File: src/hdl/clad_pkg.sv
// Shared types and constants for the compacting list block.
// No dependencies; used by every module of the block.
`default_nettype none

package clad_pkg;

    localparam int CAPACITY_DEF = 32;
    localparam int DATA_W       = 32;
    localparam int POS_W        = 6;
    localparam int CNT_W        = 7;
    localparam int OP_W         = 2;
    localparam int ST_W         = 2;
    localparam int IN_W         = 40;
    localparam int OUT_W        = 48;

    typedef enum logic [OP_W-1:0] {
        OP_APPEND = 2'd0,
        OP_DELETE = 2'd1,
        OP_DUMP   = 2'd2
    } t_opcode;

    typedef enum logic [ST_W-1:0] {
        ST_OK     = 2'd0,
        ST_EMPTY  = 2'd1,
        ST_BADPOS = 2'd2,
        ST_FULL   = 2'd3
    } t_status;

    // Commands from controller to datapath
    typedef struct packed {
        logic    append;
        logic    remove;
        logic    rotate;
        logic    dump_start;
        logic    out_load;
        logic    out_from_cell;
        logic    out_last;
        t_status out_status;
    } t_dp_cmd;

    // Status from datapath to controller
    typedef struct packed {
        logic empty;
        logic full;
        logic pos_ok;
        logic dump_end;
    } t_dp_stat;

endpackage

`default_nettype wire

File: src/hdl/clad_dpath.sv
// Datapath: row of entry cells, entry count, dump index and output register.
// Depends on clad_pkg.
`default_nettype none

module clad_dpath #(
    parameter int CAPACITY = clad_pkg::CAPACITY_DEF
) (
    input  wire logic                                i_clk,
    input  wire logic                                i_rst_n,
    input  wire clad_pkg::t_dp_cmd                   i_cmd,
    input  wire logic signed [clad_pkg::DATA_W-1:0]  i_value,
    input  wire logic        [clad_pkg::POS_W-1:0]   i_pos,
    output clad_pkg::t_dp_stat                       o_stat,
    output logic             [clad_pkg::ST_W-1:0]    o_status,
    output logic signed      [clad_pkg::DATA_W-1:0]  o_value,
    output logic             [clad_pkg::POS_W-1:0]   o_index,
    output logic             [clad_pkg::CNT_W-1:0]   o_count,
    output logic                                     o_last
);

    localparam int CW = clad_pkg::CNT_W;
    localparam int PW = clad_pkg::POS_W;
    localparam int DW = clad_pkg::DATA_W;

    logic signed [DW-1:0] r_cell [CAPACITY];
    logic [CW-1:0]        r_count, n_count;
    logic [PW-1:0]        r_dump_idx;

    logic [clad_pkg::ST_W-1:0] r_status;
    logic signed [DW-1:0]      r_value;
    logic [PW-1:0]             r_index;
    logic [CW-1:0]             r_out_count;
    logic                      r_last;

    // Cell row: append writes at the tail, delete shifts down from the
    // position, rotate moves every held entry down by one and wraps
    // the head round to the tail.
    for (genvar gi = 0; gi < CAPACITY; gi++) begin : g_cell
        logic signed [DW-1:0] w_up;
        logic                 w_below_tail;
        logic                 w_is_tail;
        logic                 w_at_count;

        if (gi + 1 < CAPACITY) begin : g_up
            assign w_up = r_cell[gi+1];
        end else begin : g_wrap
            assign w_up = r_cell[0];
        end

        assign w_below_tail = (CW'(gi + 1) < r_count);
        assign w_is_tail    = (CW'(gi + 1) == r_count);
        assign w_at_count   = (CW'(gi) == r_count);

        always_ff @(posedge i_clk) begin
            if (i_cmd.append && w_at_count) begin
                r_cell[gi] <= i_value;
            end else if (i_cmd.remove && (CW'(gi) >= CW'(i_pos)) && w_below_tail) begin
                r_cell[gi] <= w_up;
            end else if (i_cmd.rotate) begin
                if (w_below_tail) begin
                    r_cell[gi] <= w_up;
                end else if (w_is_tail) begin
                    r_cell[gi] <= r_cell[0];
                end
            end
        end
    end

    always_comb begin
        n_count = r_count;
        if (i_cmd.append) begin
            n_count = r_count + CW'(1);
        end else if (i_cmd.remove) begin
            n_count = r_count - CW'(1);
        end
    end

    always_ff @(posedge i_clk) begin
        if (!i_rst_n) begin
            r_count    <= '0;
            r_dump_idx <= '0;
        end else begin
            r_count <= n_count;
            if (i_cmd.dump_start) begin
                r_dump_idx <= '0;
            end else if (i_cmd.rotate) begin
                r_dump_idx <= r_dump_idx + PW'(1);
            end
        end
    end

    // Output register payload
    always_ff @(posedge i_clk) begin
        if (i_cmd.out_load) begin
            r_status    <= i_cmd.out_status;
            r_value     <= i_cmd.out_from_cell ? r_cell[0] : '0;
            r_index     <= i_cmd.out_from_cell ? r_dump_idx : '0;
            r_out_count <= n_count;
            r_last      <= i_cmd.out_last;
        end
    end

    assign o_stat.empty    = (r_count == '0);
    assign o_stat.full     = (r_count >= CW'(CAPACITY));
    assign o_stat.pos_ok   = (CW'(i_pos) < r_count);
    assign o_stat.dump_end = ((CW'(r_dump_idx) + CW'(1)) == r_count);

    assign o_status = r_status;
    assign o_value  = r_value;
    assign o_index  = r_index;
    assign o_count  = r_out_count;
    assign o_last   = r_last;

endmodule

`default_nettype wire

File: src/hdl/clad_ctrl.sv
// Controller: input/output handshake and the dump sequencer.
// Depends on clad_pkg.
`default_nettype none

module clad_ctrl (
    input  wire logic                        i_clk,
    input  wire logic                        i_rst_n,
    input  wire logic                        i_s_tvalid,
    output logic                             o_s_tready,
    input  wire logic [clad_pkg::OP_W-1:0]   i_opcode,
    output logic                             o_m_tvalid,
    input  wire logic                        i_m_tready,
    input  wire clad_pkg::t_dp_stat          i_stat,
    output clad_pkg::t_dp_cmd                o_cmd
);

    typedef enum logic [1:0] {
        S_IDLE = 2'b01,
        S_DUMP = 2'b10
    } t_state;

    t_state r_state, n_state;
    logic   r_out_valid, n_out_valid;
    logic   w_out_free;
    logic   w_accept;
    clad_pkg::t_opcode w_op;

    assign w_out_free = !r_out_valid || i_m_tready;
    assign o_s_tready = (r_state == S_IDLE) && w_out_free;
    assign w_accept   = i_s_tvalid && o_s_tready;
    assign w_op       = clad_pkg::t_opcode'(i_opcode);

    always_comb begin
        n_state = r_state;
        o_cmd   = '0;
        o_cmd.out_status = clad_pkg::ST_OK;
        case (r_state)
            S_IDLE: begin
                o_cmd.out_last = 1'b1;
                if (w_accept) begin
                    case (w_op)
                        clad_pkg::OP_APPEND: begin
                            o_cmd.out_load = 1'b1;
                            if (i_stat.full) begin
                                o_cmd.out_status = clad_pkg::ST_FULL;
                            end else begin
                                o_cmd.append = 1'b1;
                            end
                        end
                        clad_pkg::OP_DELETE: begin
                            o_cmd.out_load = 1'b1;
                            if (i_stat.empty) begin
                                o_cmd.out_status = clad_pkg::ST_EMPTY;
                            end else if (!i_stat.pos_ok) begin
                                o_cmd.out_status = clad_pkg::ST_BADPOS;
                            end else begin
                                o_cmd.remove = 1'b1;
                            end
                        end
                        clad_pkg::OP_DUMP: begin
                            if (i_stat.empty) begin
                                o_cmd.out_load   = 1'b1;
                                o_cmd.out_status = clad_pkg::ST_EMPTY;
                            end else begin
                                o_cmd.dump_start = 1'b1;
                                n_state          = S_DUMP;
                            end
                        end
                        default: ;
                    endcase
                end
            end
            S_DUMP: begin
                if (w_out_free) begin
                    o_cmd.out_load      = 1'b1;
                    o_cmd.out_from_cell = 1'b1;
                    o_cmd.out_last      = i_stat.dump_end;
                    o_cmd.rotate        = 1'b1;
                    if (i_stat.dump_end) begin
                        n_state = S_IDLE;
                    end
                end
            end
            default: begin
                n_state = S_IDLE;
            end
        endcase
    end

    always_comb begin
        n_out_valid = r_out_valid && !i_m_tready;
        if (o_cmd.out_load) begin
            n_out_valid = 1'b1;
        end
    end

    always_ff @(posedge i_clk) begin
        if (!i_rst_n) begin
            r_state     <= S_IDLE;
            r_out_valid <= 1'b0;
        end else begin
            r_state     <= n_state;
            r_out_valid <= n_out_valid;
        end
    end

    assign o_m_tvalid = r_out_valid;

endmodule

`default_nettype wire

File: src/hdl/compacting_list_append_delete.sv
// Top level of the compacting list block: controller plus datapath.
// Depends on clad_pkg, clad_ctrl and clad_dpath.
//
// Use:
//   Slave stream carries commands: opcode 0 appends item_value at the tail,
//   1 deletes the entry at position and closes the gap, 2 dumps the list.
//   Opcode 3 is swallowed without a result.
//   Master stream carries results; tlast marks the final beat of a command.
// Result timing:
//   The result of an append or delete (and every error result) sits in the
//   output register the cycle after the command beat, and the next command
//   can be taken in that same cycle if the output is free or being drained.
//   A non-empty dump enters the dump state and then loads one entry per
//   beat while the output is free; entries leave cell 0 of the cell row,
//   which rotates by one per beat and is back in order after the last one.
//   Commands are held off until the last dump beat is loaded.
// Reset: i_rst_n (synchronous, active low) empties the list and drops the
//   output valid. Entry contents are not cleared.
// Back-pressure: while a beat waits with i_m_tready low the beat holds and the
//   block neither takes commands nor advances a dump.
`default_nettype none

module compacting_list_append_delete #(
    parameter int CAPACITY = clad_pkg::CAPACITY_DEF
) (
    input  wire logic                          i_clk,
    input  wire logic                          i_rst_n,
    input  wire logic                          i_s_tvalid,
    output logic                               o_s_tready,
    // [1:0] opcode, [33:2] item_value, [39:34] position
    input  wire logic [clad_pkg::IN_W-1:0]     i_s_tdata,
    output logic                               o_m_tvalid,
    input  wire logic                          i_m_tready,
    // [1:0] status, [33:2] entry_value, [39:34] entry_index,
    // [46:40] count_after, [47] zero
    output logic      [clad_pkg::OUT_W-1:0]    o_m_tdata,
    output logic                               o_m_tlast
);

    clad_pkg::t_dp_cmd  w_cmd;
    clad_pkg::t_dp_stat w_stat;

    logic [clad_pkg::ST_W-1:0]          w_status;
    logic signed [clad_pkg::DATA_W-1:0] w_value;
    logic [clad_pkg::POS_W-1:0]         w_index;
    logic [clad_pkg::CNT_W-1:0]         w_count;

    clad_ctrl u_ctrl (
        .i_clk      (i_clk),
        .i_rst_n    (i_rst_n),
        .i_s_tvalid (i_s_tvalid),
        .o_s_tready (o_s_tready),
        .i_opcode   (i_s_tdata[1:0]),
        .o_m_tvalid (o_m_tvalid),
        .i_m_tready (i_m_tready),
        .i_stat     (w_stat),
        .o_cmd      (w_cmd)
    );

    clad_dpath #(
        .CAPACITY (CAPACITY)
    ) u_dpath (
        .i_clk    (i_clk),
        .i_rst_n  (i_rst_n),
        .i_cmd    (w_cmd),
        .i_value  (i_s_tdata[33:2]),
        .i_pos    (i_s_tdata[39:34]),
        .o_stat   (w_stat),
        .o_status (w_status),
        .o_value  (w_value),
        .o_index  (w_index),
        .o_count  (w_count),
        .o_last   (o_m_tlast)
    );

    assign o_m_tdata = {1'b0, w_count, w_index, w_value, w_status};

endmodule

`default_nettype wire

File: config.mk
export PLATFORM = sky130hd
export DESIGN_NAME = compacting_list_append_delete
export DESIGN_NICKNAME = d
export VERILOG_FILES = /design/src/hdl/clad_pkg.sv /design/src/hdl/clad_dpath.sv /design/src/hdl/clad_ctrl.sv /design/src/hdl/compacting_list_append_delete.sv
export SDC_FILE = /design/constraint.sdc
export NUM_CORES = 2
export LEC_CHECK = 0
export ABC_AREA = 1
export ABC_CLOCK_PERIOD_IN_PS = 13900
export BUFFER_PORTS_ARGS = -buffer_cell sky130_fd_sc_hd__buf_2
export CAP_MARGIN = 20
export CELL_PAD_IN_SITES_DETAIL_PLACEMENT = 2
export CELL_PAD_IN_SITES_GLOBAL_PLACEMENT = 2
export CORE_AREA = 4 4 328 492
export CTS_CLUSTER_SIZE = 24
export DETAILED_ROUTE_END_ITERATION = 16
export DIE_AREA = 0 0 332 496
export PLACE_DENSITY_LB_ADDON = 0.1
export RECOVER_POWER = 100
export SLEW_MARGIN = 20
export SYNTH_ARGS = -nofsm -noshare
export SYNTH_HDL_FRONTEND = slang
export SYNTH_SLANG_ARGS = --single-unit
File: constraint.sdc
create_clock -name i_clk -period 13.9 [get_ports i_clk]
set_input_delay 2.78 -clock i_clk [delete_from_list [all_inputs] [get_ports i_clk]]
set_output_delay 2.78 -clock i_clk [all_outputs]
set_load 0.02 [all_outputs]
==> metrics <==
status finished, violations left; failing checks max-capacitance violations, max-slew violations; crit path time final 9.87 ns; P_leak between 30 and 40 nW; Layout Nets between 8k and 9k; total CTS buffers 115; DRC viols 0; Psw ~2.4 mW; Fin. Hold Viols 0; floorplan row count 178; Async S/R FF share, synth 0; post-synth cell types 42; hold path startpoint u_dpath.r_dump_idx[4]; final wirelength 346000 µm; Register Area 32500 µm²; Core Box Area ~160000 µm²; Worst-Margin Slew 4.04 ns; RSZ-0062 raised after global routing no; synthesized instance count between 8k and 9k; Routability Congestion 0.996; H-tree levels 3; worst-path maximum fanout 44; Buffers on Ports 93; nature of the critical path endpoint register; CTS tree yes; # hold bufs at CTS 0; CTS Buffer Depth 3; Fill cells between 15k and 20k; initial antenna violation count 28; VDD IR max 0.121 mV; Seq cells post-synth 1088; drt pass-1 iters 6; Multi-input gate area 24400 µm²; Synth top area share 0.502; io pins 95; die height around 500 µm; HP Class register to register; Int Pwr 5.69 mW; arrival time worst endpoint 10.40 ns; Mapped Area 64200 µm²; Post-synth EDFFs 1072; Area growth syn-to-layout 8.24%; # setup viols final 0; 1st-iter DRT viols about 6.1k; pin count of the biggest net entering global routing 98; CTS Root Cell clkbuf_16; critical-path cell list buf_2 -> inv_1 -> nand2_1 -> nand2_1 -> clkbuf_1 -> clkinv_1 -> clkbuf_1 -> nand2_1 -> buf_4 -> o2111ai_1 -> buf_16; fin. max-slew vios 1441; largest stage delay on the critical path around 1.9 ns; worst-skew pair later-pin latency 0.79 ns; worst r2r src u_dpath.r_count[1]; Switching Fraction 0.294; Final Cycle Share 0.710; DR vias/cell 6.09; vias in the first global route 66.3k; power per cell area 116 nW/µm²; final hold slack 0.493 ns; grt ovf 0; share of cells above drive strength 1 0.0576; PostCTS Resize Cnt 0; Critical Path Source i_m_tready; CP max-delay cell clkbuf_1; chip width 332 µm; die area 165000 µm²; GRT Util Overall 0.408; crit-path most repeated cell nand2_1; critical path launch point type primary input; Mapped Nets roughly 8.6k; most frequent cell after synthesis nand2_1; antenna-violating nets left 0; worst reg2reg setup slack 5.12 ns; first-pass GRT wire length 484000 µm; MaxCap Viol Count 40; Slew headroom -1.70; critical path class primary input to register; CTS sink cnt 1088; Via Count roughly 63k; initial cell density of the core 0.409; area leader, netlist edfxtp_1; Synth area leaders edfxtp_1, nand2_1, nand3_1, inv_1, clkbuf_1; Setup Fix Bufs, Post-CTS 0; dpl hpwl between 200000 and 250000 µm; Cell Count, Final, Fillers Out ~10k; Seq pwr share 0.465; main flop type after synthesis edfxtp_1; clock network fraction of total power 0.403; Logic pwr share 0.132; Wirelength per Cell 33.2 µm; Worst EP required 14.43 ns; top post-synthesis cells by count nand2_1, nand3_1, inv_1, edfxtp_1, clkbuf_1; CTS clk-pin slew, worst paths 0.07 ns; Mapped Avg Cell Area 7.53 µm²; register area share after synthesis 0.507; FMAX 101 MHz; YS warnings 0; clock skew 0.0377 ns; dpl cells ~10k; Fin Setup TNS 0 ns
critical path, delay by kind of cell:
| kind | cells | cell delay (ns) |
|---|---|---|
| and+or+nand+nor | 3 | 2.18 |
| buffers and inverters | 7 | 4.32 |
| AOI/OAI and AO/OA | 1 | 1.04 |
cell families (layout without fill, tap and decap cells):
kind of cell,Yosys count,count (layout),share of synthesized area
AOI/OAI and AO/OA,172,172,0.0141
xor gates and xnor gates,8,8,0.00109
adders and majority gates,14,14,0.00273
buffers and inverters,1845,1664,0.113
DFF,1088,1088,0.507
other,1,14,0.0000584
and+or+nand+nor,5397,5397,0.362
flip-flops by register name (all words and copies together), names as in the netlist:
name,count
u_dpath.r_count,7
u_ctrl.o_m_tvalid,1
u_dpath.o_value,32
u_dpath.r_cell,1024
u_dpath.o_status,2
u_dpath.o_count,7
u_dpath.o_last,1
u_ctrl.r_state,2
u_dpath.r_dump_idx,6
u_dpath.o_index,6
stage by stage:
stage                     instance area [µm²]  power (mW)  setup slack [ns]   util
after floorplan                         64200        4.32              7.50      -
after global placement                  65900        4.83              6.68  0.421
after detailed placement                66000        4.87              6.61  0.421
after CTS                               69700        8.07              7.46  0.445
after global routing                    69400        8.24              3.76  0.443
final                                   69500        8.07              4.03  0.443
path summary, 6_finish.rpt:
kind,to,cells past startpoint
worst max register to register,u_dpath.r_cell[0][13],11
worst min-delay path,u_dpath.r_dump_idx[4],2
worst max-delay path,u_dpath.r_cell[1][462],11
worst min register to register,u_dpath.r_dump_idx[4],2
area by class of cell:
class | count | share of cell area
multi-input combinational | 5592 | 0.351
sequential | 1088 | 0.468
timing repair buffer | 304 | 0.0273
clock inverter | 70 | 0.00958
tap | 2070 | 0.0373
inverter | 1149 | 0.0622
clock buffer | 141 | 0.0438
antenna | 13 | 0.000468
metal layers:
| layer | vias up | GRT usage | routed length (µm) | share of wire |
|---|---|---|---|---|
| li1 | 26746 | - | - | - |
| met1 | 32543 | 0.461 | 122000 | 0.35 |
| met2 | 3040 | 0.667 | 162000 | 0.47 |
| met3 | 1133 | 0.0600 | 23800 | 0.069 |
| met4 | 6 | 0.378 | 37800 | 0.11 |
| met5 | - | 0 | 37 | 0.00011 |
power groups by stage:
stage	Combinational (mW)	Clock, mW	Sequential, mW
final	1.06	3.25	3.75
after global routing	1.10	3.38	3.76
after CTS	1.06	3.26	3.74
after detailed placement	1.05	0	3.81
after global placement	1.02	0	3.81
after floorplan	0.455	0	3.86
layout by cell type, fill, tap and decap left out, drive strengths merged, types with 19 or more instances in the layout:
master  synthesis  final
nor3           19     19
nand2        3315   3315
clkinv          6     69
a21oi          29     29
nor2          125    125
clkbuf        494    233
buf           202    212
o21ai         131    131
nand3        1773   1773
nand4         149    149
inv          1143   1136
edfxtp       1072   1072
Power figures use the tool's default switching activity.
